===== src/rtl/bal_pkg.sv =====
// Package for the bounded array list engine.
// Holds operation and status codes, the request and result types and fixed limits.
// No dependencies.
package bal_pkg;

  localparam int unsigned DATA_W      = 32;
  localparam int unsigned POS_W       = 6;
  localparam int unsigned MAX_RESULTS = 32;

  // Operation codes carried in the func field.
  localparam logic [3:0] F_CLEAR    = 4'd0;
  localparam logic [3:0] F_APPEND   = 4'd1;
  localparam logic [3:0] F_READ     = 4'd2;
  localparam logic [3:0] F_UPDATE   = 4'd3;
  localparam logic [3:0] F_DELETE   = 4'd4;
  localparam logic [3:0] F_INSERT   = 4'd5;
  localparam logic [3:0] F_SORT     = 4'd6;
  localparam logic [3:0] F_CONTAINS = 4'd7;
  localparam logic [3:0] F_POSNS    = 4'd8;
  localparam logic [3:0] F_COUNT    = 4'd9;
  localparam logic [3:0] F_MAX      = 4'd10;
  localparam logic [3:0] F_MIN      = 4'd11;
  localparam logic [3:0] F_SIZE     = 4'd12;
  localparam logic [3:0] F_LIST     = 4'd13;
  localparam logic [3:0] F_REVERSE  = 4'd14;
  localparam logic [3:0] F_NOP      = 4'd15;

  // Status codes of a result.
  localparam logic [2:0] ST_OK       = 3'd0;
  localparam logic [2:0] ST_EMPTY    = 3'd1;
  localparam logic [2:0] ST_FULL     = 3'd2;
  localparam logic [2:0] ST_BADPOS   = 3'd3;
  localparam logic [2:0] ST_NOTFOUND = 3'd4;

  typedef struct packed {
    logic [3:0]               func;
    logic [POS_W-1:0]         position;
    logic signed [DATA_W-1:0] value;
  } req_t;

  typedef struct packed {
    logic [2:0]               status;
    logic signed [DATA_W-1:0] data;
    logic [POS_W-1:0]         where;
    logic [POS_W-1:0]         tally;
    logic                     last;
  } rsp_t;

endpackage


===== src/rtl/bal_mem.sv =====
// Element store of the list: one write port and one read port with registered data.
// Depends on bal_pkg for the element width.
module bal_mem #(
  parameter int unsigned DEPTH = 32,
  parameter int unsigned AW    = 5
) (
  input  logic                       clk,
  input  logic                       we,
  input  logic [AW-1:0]              wa,
  input  logic [bal_pkg::DATA_W-1:0] wd,
  input  logic                       re,
  input  logic [AW-1:0]              ra,
  output logic [bal_pkg::DATA_W-1:0] rq
);
  import bal_pkg::*;

  logic [DATA_W-1:0] mem_r [DEPTH];

  // Write port.
  always_ff @(posedge clk) begin
    if (we) begin
      mem_r[wa] <= wd;
    end
  end

  // Read port; the data holds while no read is issued.
  always_ff @(posedge clk) begin
    if (re) begin
      rq <= mem_r[ra];
    end
  end
endmodule


===== config.mk =====
export PLATFORM = sky130hd
export DESIGN_NAME = bal_mem
export DESIGN_NICKNAME = d
export VERILOG_FILES = /design/src/rtl/bal_pkg.sv /design/src/rtl/bal_mem.sv
export SDC_FILE = /design/constraint.sdc
export NUM_CORES = 1
export LEC_CHECK = 0
export ABC_AREA = 1
export ABC_CLOCK_PERIOD_IN_PS = 4950
export BUFFER_PORTS_ARGS = -buffer_cell sky130_fd_sc_hd__buf_2
export CORE_MARGIN = 1
export CORE_UTILIZATION = 35
export DETAILED_ROUTE_END_ITERATION = 16
export PLACE_DENSITY = 0.51
export SLEW_MARGIN = 20
export SYNTH_ARGS = -nofsm -noshare
export SYNTH_HDL_FRONTEND = slang
export SYNTH_SLANG_ARGS = --single-unit
export TNS_END_PERCENT = 10

===== constraint.sdc =====
create_clock -name clk -period 4.95 [get_ports clk]
set_input_delay 0.495 -clock clk [delete_from_list [all_inputs] [get_ports clk]]
set_output_delay 0.495 -clock clk [all_outputs]
set_load 0.01 [all_outputs]

==> flow_metrics.py, run 1 <==
metrics = {
    "route": {
        "wl_per_cell_um": 23.5,
        "viasPerCell": 5.12,
        "vias": 27000,
        "antenna_left": 0,
        "drt_first_pass_iters": 5,
        "drt-initial-drc-count": 2637,
        "wl_mm": 124,
        "drc": 0,
    },
    "clock_tree": {
        "cts_made_buffers": 111,
        "htree_levels": 3,
        "postCtsSetupBuffers": 0,
        "cts_resized": 0,
        "clock_sinks": 1056,
        "root_buffer": "clkbuf_16",
        "clk_pin_slew_ns": 0.06,
        "tritoncts": "done",
        "clk_path_buf_depth": 3,
        "postCtsHoldBufs": 0,
        "clk_latency_ns": 0.70,
    },
    "synthesis": {
        "yosysWarnings": 0,
        "syn_inst": 3536,
        "synth_top_cells_by_area": "edfxtp_1 (74%), nand2_1 (13%), nand3_1 (9.1%)",
        "synth_top_area_share_pct": 74.2,
        "yosysUniqueCellTypes": 13,
        "synth_top_area_cell": "edfxtp_1",
        "ys_seq_area_share_pct": 74.2,
        "synth_area_per_cell_sq_um": 12.1,
        "synth_area_sq_um": 42700,
        "synth_seq_cells": 1056,
        "synth_nets": 3581,
    },
    "place": {
        "hpwl_mm": 66.8,
        "io_buffers": 76,
        "place_congestion": 0.792,
    },
    "grt": {
        "grt_max_degree": 190,
        "track_usage_pct": 20.1,
        "grt_pass1_vias": 26200,
        "grt_pass1_wl_mm": 181,
        "overflow": 0,
        "antenna_found_initial": 2,
    },
    "layout": {
        "fin_nets": 3620,
        "layout-drive-gt1-share_pct": 8.90,
        "postLayoutCoreUtil_pct": 39.8,
        "area_growth_pct": 12.2,
        "final_cell_mix": "nand2_1 (1,440), edfxtp_1 (1,056), nand3_1 (780)",
        "seq_area_sq_um": 31700,
        "multi_input_area_sq_um": 9670,
        "nFillCells": 11500,
        "layout_commonest_cell": "nand2_1",
    },
    "sta": {
        "finClkSkew_ns": 0.0288,
        "period_needed_ns": 2.66,
        "hold_viol": 0,
        "worst_pin_slew_ns": 1.13,
        "setup_viol": 0,
        "period_share_pct": 53.7,
        "fin_setup_tns_ns": 0,
        "slew_headroom_pct": 24.4,
        "clock.fmax_ghz": 0.376,
        "rsz0062_at_grt": "false",
        "drv_slew": 0,
    },
    "power_and_ir_drop": {
        "p_leak_uw": 0.0172,
        "p_per_area_nw_per_um2": 399,
        "power_uw": 19200,
        "irDropWorstVdd_v": 0.000282,
    },
    "min_path": {
        "min_from": "wd[26]",
        "hold_end": "mem_r[3][26]",
        "hold_path.class": "in -> reg",
        "whs_path_depth": 1,
    },
    "worst_setup_path": {
        "end_kind": "register",
        "worstPathMaxFanout": 95,
        "path_buf_inv": 3,
        "path_common_cell": "nand2_1",
        "r2r_start": "mem_r[16][27]",
        "crit_type": "in -> reg",
        "regToRegEndpoint": "rq[27]",
        "cpPeakStageDelay_ns": 0.83,
        "crit_slowest_cell": "inv_6",
        "rr_worst_depth": 8,
        "crit_family": "buffers and inverters",
        "worst_setup_path_start_kind": "input port",
        "worst-endpoint-required_ns": 5.44,
        "arrival_ns": 3.15,
        "crit_path_cell_trace": "buf_6, inv_6, buf_4, nand3_1, nand2_1, nand2_1, nand2_1, nand2_1, nand2_1",
        "ff2ff_setup_slack_ns": 3.35,
    },
    "floorplanning": {
        "core_area_sq_um": 120000,
        "die_w_um": 351,
        "dieArea_sq_um": 123000,
        "rows": 127,
        "die_h_um": 351,
        "start_util_pct": 35.5,
        "ios": 77,
    },
    "job": {
        "maxCapViolCount": 0,
    },
    "run_status": {
        "status": "finished clean",
    },
}
[layout make-up]
| cell class | instances | share of cell area [%] |
|---|---|---|
| clock inverters | 61 | 0.971 |
| flip-flops and latches | 1056 | 66.1 |
| inverters | 10 | 0.141 |
| multi-input cells | 2252 | 20.2 |
| clock buffers | 138 | 6.09 |
| repair buffers | 144 | 2.29 |
| well taps | 1612 | 4.21 |
| diodes | 1 | 0.00522 |
[registers in the layout, indices dropped and copies added, names as in the netlist]
register,count
mem_r,1024
rq,32
[cells in the mapped netlist, drive strengths merged]
cell,number
clkbuf,24
nand2,1440
buf,194
edfxtp,1056
nand3,780
nor2,32
inv,10
[routing by layer]
layer	global-route usage (%)	share of wire [%]	vias to the layer above
li1	-	-	12500
met1	28.9	45	13400
met2	31.6	46	947
met3	3.03	6.6	148
met4	5.28	2.0	0
met5	0	0	-
[through the flow]
stage	hold WS, ns	area, sq um	setup slack, ns	instances
CTS	0.335	47900	2.33	5273
floorplan	0.594	42700	2.38	3536
finish	0.358	48000	2.29	5274
global route	0.368	48000	2.32	5274
detailed placement	0.823	44600	1.59	5074
global placement	0.819	44500	1.59	5070
[power breakdown]
group | internal, uW | total [uW] | switching, uW
Clock | 4510 | 7940 | 3430
Sequential | 9980 | 10000 | 47.1
Combinational | 275 | 1180 | 904
[logic make-up after synthesis]
kind of cell / Yosys count / synth area share, %
buf+inv: 228 / 3.71
simple gates: 2252 / 22.1
flops: 1056 / 74.2
[worst max-delay path by stage]
stage / start / endpoint / slack (ns) / depth (start not counted)
final: ra[2] / rq[27] / 2.29 / 9
after CTS: ra[2] / rq[27] / 2.33 / 9
after floorplan: wa[0] / mem_r[0][0] / 2.38 / 3
after global routing: ra[2] / rq[27] / 2.32 / 9
after global placement: ra[2] / rq[27] / 1.59 / 9
after detailed placement: ra[2] / rq[27] / 1.59 / 9
[worst reg2reg max path, stage by stage, from the launching register on]
cell and delay [ns]:
edfxtp_1 0.36, nand2_1 0.08, nand3_1 0.09, nand3_1 0.12, nand2_1 0.07, nand2_1 0.12
nand2_1 0.13, nand2_1 0.13, nand2_1 0.19
(Power assumes the default switching activity.)
==> run 2: changes to the inputs <==
--- a/config.mk
+++ b/config.mk
@@ -6,12 +6,12 @@
 export NUM_CORES = 1
 export LEC_CHECK = 0
 export ABC_AREA = 1
-export ABC_CLOCK_PERIOD_IN_PS = 4950
+export ABC_CLOCK_PERIOD_IN_PS = 2400
 export BUFFER_PORTS_ARGS = -buffer_cell sky130_fd_sc_hd__buf_2
 export CORE_MARGIN = 1
 export CORE_UTILIZATION = 35
 export DETAILED_ROUTE_END_ITERATION = 16
-export PLACE_DENSITY = 0.51
+export PLACE_DENSITY = 0.53
 export SLEW_MARGIN = 20
 export SYNTH_ARGS = -nofsm -noshare
 export SYNTH_HDL_FRONTEND = slang
==> constraint.sdc (replaced) <==
create_clock -name clk -period 2.4 [get_ports clk]
set_input_delay 0.24 -clock clk [delete_from_list [all_inputs] [get_ports clk]]
set_output_delay 0.24 -clock clk [all_outputs]
set_load 0.01 [all_outputs]
==> run 2 against run 1 <==
Against the previous run: sequential power rose by 110%; highest routed layer is now met5; critical endpoint is now rq[16]; setup slack got worse by 1.6 ns; flip-flop and latch count did not move; core utilization rose by 0.79 points; critical path depth fell by 8; total power rose by 110%; largest cell class unchanged; register-to-register slack got worse by 2.3 ns; cell count rose by 1.2%.
==> flow_metrics.py, run 2 (same netlist as run 1, synthesis figures left out) <==
metrics = {
    "layout": {
        "layout_commonest_cell": "nand2_1",
        "layout-drive-gt1-share_pct": 10.5,
        "final_cell_mix": "nand2_1 (1,440), edfxtp_1 (1,056), nand3_1 (780)",
        "largest-register": "mem_r",
        "area_growth_pct": 14.4,
        "reg.largest.list": "mem_r: 1024 flops, rq: 32 flops",
        "largest_register_ffs": 1024,
        "nFillCells": 11400,
        "fin_nets": 3683,
        "postLayoutCoreUtil_pct": 40.6,
    },
    "floorplanning": {
        "rows": 127,
        "ios": 77,
        "die_w_um": 351,
        "start_util_pct": 35.5,
        "die_h_um": 351,
        "core_area_sq_um": 120000,
        "dieArea_sq_um": 123000,
    },
    "worst_setup_path": {
        "worst-endpoint-required_ns": 2.16,
        "path_buf_inv": 1,
        "worst_setup_path_start_kind": "register",
        "crit_family": "flip-flops",
        "crit_path_cell_trace": "buf_2",
        "crit_slowest_cell": "edfxtp_1",
        "arrival_ns": 1.51,
        "worstPathMaxFanout": 1,
        "crit_type": "reg -> out",
        "end_kind": "output pin",
        "cpPeakStageDelay_ns": 0.59,
    },
    "route": {
        "wl_per_cell_um": 23.1,
        "vias": 27000,
        "wl_mm": 123,
        "drt_first_pass_iters": 5,
        "viasPerCell": 5.06,
        "antenna_left": 0,
        "drt-initial-drc-count": 2727,
        "drc": 0,
    },
    "clock_tree": {
        "cts_resized": 0,
        "cts_made_buffers": 110,
        "htree_levels": 3,
        "clk_pin_slew_ns": 0.06,
        "postCtsSetupBuffers": 0,
        "root_buffer": "clkbuf_16",
        "postCtsHoldBufs": 0,
        "clock_sinks": 1056,
        "clk_latency_ns": 0.70,
        "tritoncts": "done",
        "clk_path_buf_depth": 3,
    },
    "grt": {
        "grt_pass1_wl_mm": 180,
        "antenna_found_initial": 9,
        "grt_pass1_vias": 25800,
        "track_usage_pct": 20.0,
        "overflow": 0,
        "grt_max_degree": 132,
    },
    "sta": {
        "setup_viol": 0,
        "period_needed_ns": 1.75,
        "fin_setup_tns_ns": 0,
        "period_share_pct": 72.9,
        "drv_slew": 0,
        "slew_headroom_pct": 52.9,
        "worst_pin_slew_ns": 0.706,
        "rsz0062_at_grt": "false",
        "finClkSkew_ns": 0.0277,
        "hold_viol": 0,
        "clock.fmax_ghz": 0.572,
    },
    "place": {
        "place_congestion": 0.775,
        "hpwl_mm": 63.5,
        "io_buffers": 76,
    },
    "power_and_ir_drop": {
        "p_leak_uw": 0.0177,
        "irDropWorstVdd_v": 0.000706,
        "p_per_area_nw_per_um2": 807,
    },
    "min_path": {
        "hold_path.class": "in -> reg",
    },
    "run_status": {
        "status": "finished clean",
    },
    "job": {
        "maxCapViolCount": 0,
    },
}
## run 2: area by class of cell
type / count / area (sq um) / area share (%)
Tap cell: 1612 / 2020 / 4.12
Antenna cell: 5 / 12.5 / 0.0256
Multi-Input combinational cell: 2252 / 9670 / 19.8
Inverter: 10 / 67.6 / 0.138
Clock buffer: 141 / 2870 / 5.87
Timing Repair Buffer: 208 / 2040 / 4.17
Sequential cell: 1056 / 31700 / 64.9
Clock inverter: 55 / 513 / 1.05
## run 2: routing by layer
metal	wire, um	GRT usage (%)
met3	7780	3.42
met5	23	0
met2	58200	32.5
met1	54100	27.7
met4	3230	5.66
## run 2: per-stage QoR
step | instances | instance area (sq um) | hold WS [ns] | total power, uW | setup slack, ns
floorplan | 3536 | 42700 | 0.339 | 22500 | 0.0835
global placement | 5138 | 45500 | 0.648 | 23500 | 0.419
detailed placement | 5138 | 45500 | 0.655 | 23500 | 0.463
CTS | 5334 | 48900 | 0.00295 | 39700 | 0.659
global route | 5334 | 48900 | 0.0103 | 40700 | 0.651
finish | 5339 | 48900 | 0.0339 | 39500 | 0.651
## run 2: worst paths after layout
| path | startpoint | end | slack (ns) | depth (start not counted) |
|---|---|---|---|---|
| hold / removal | re | rq[29] | 0.03 | 1 |
| hold reg to reg | mem_r[2][29] | rq[29] | 0.83 | 8 |
| setup reg to reg | mem_r[25][2] | rq[2] | 1.02 | 8 |
| setup / recovery | rq[16] | rq[16] | 0.65 | 1 |
## run 2: report_power, final
| group | switching (uW) | internal, uW |
|---|---|---|
| Combinational | 1740 | 667 |
| Clock | 7010 | 9350 |
| Sequential | 94.8 | 20600 |
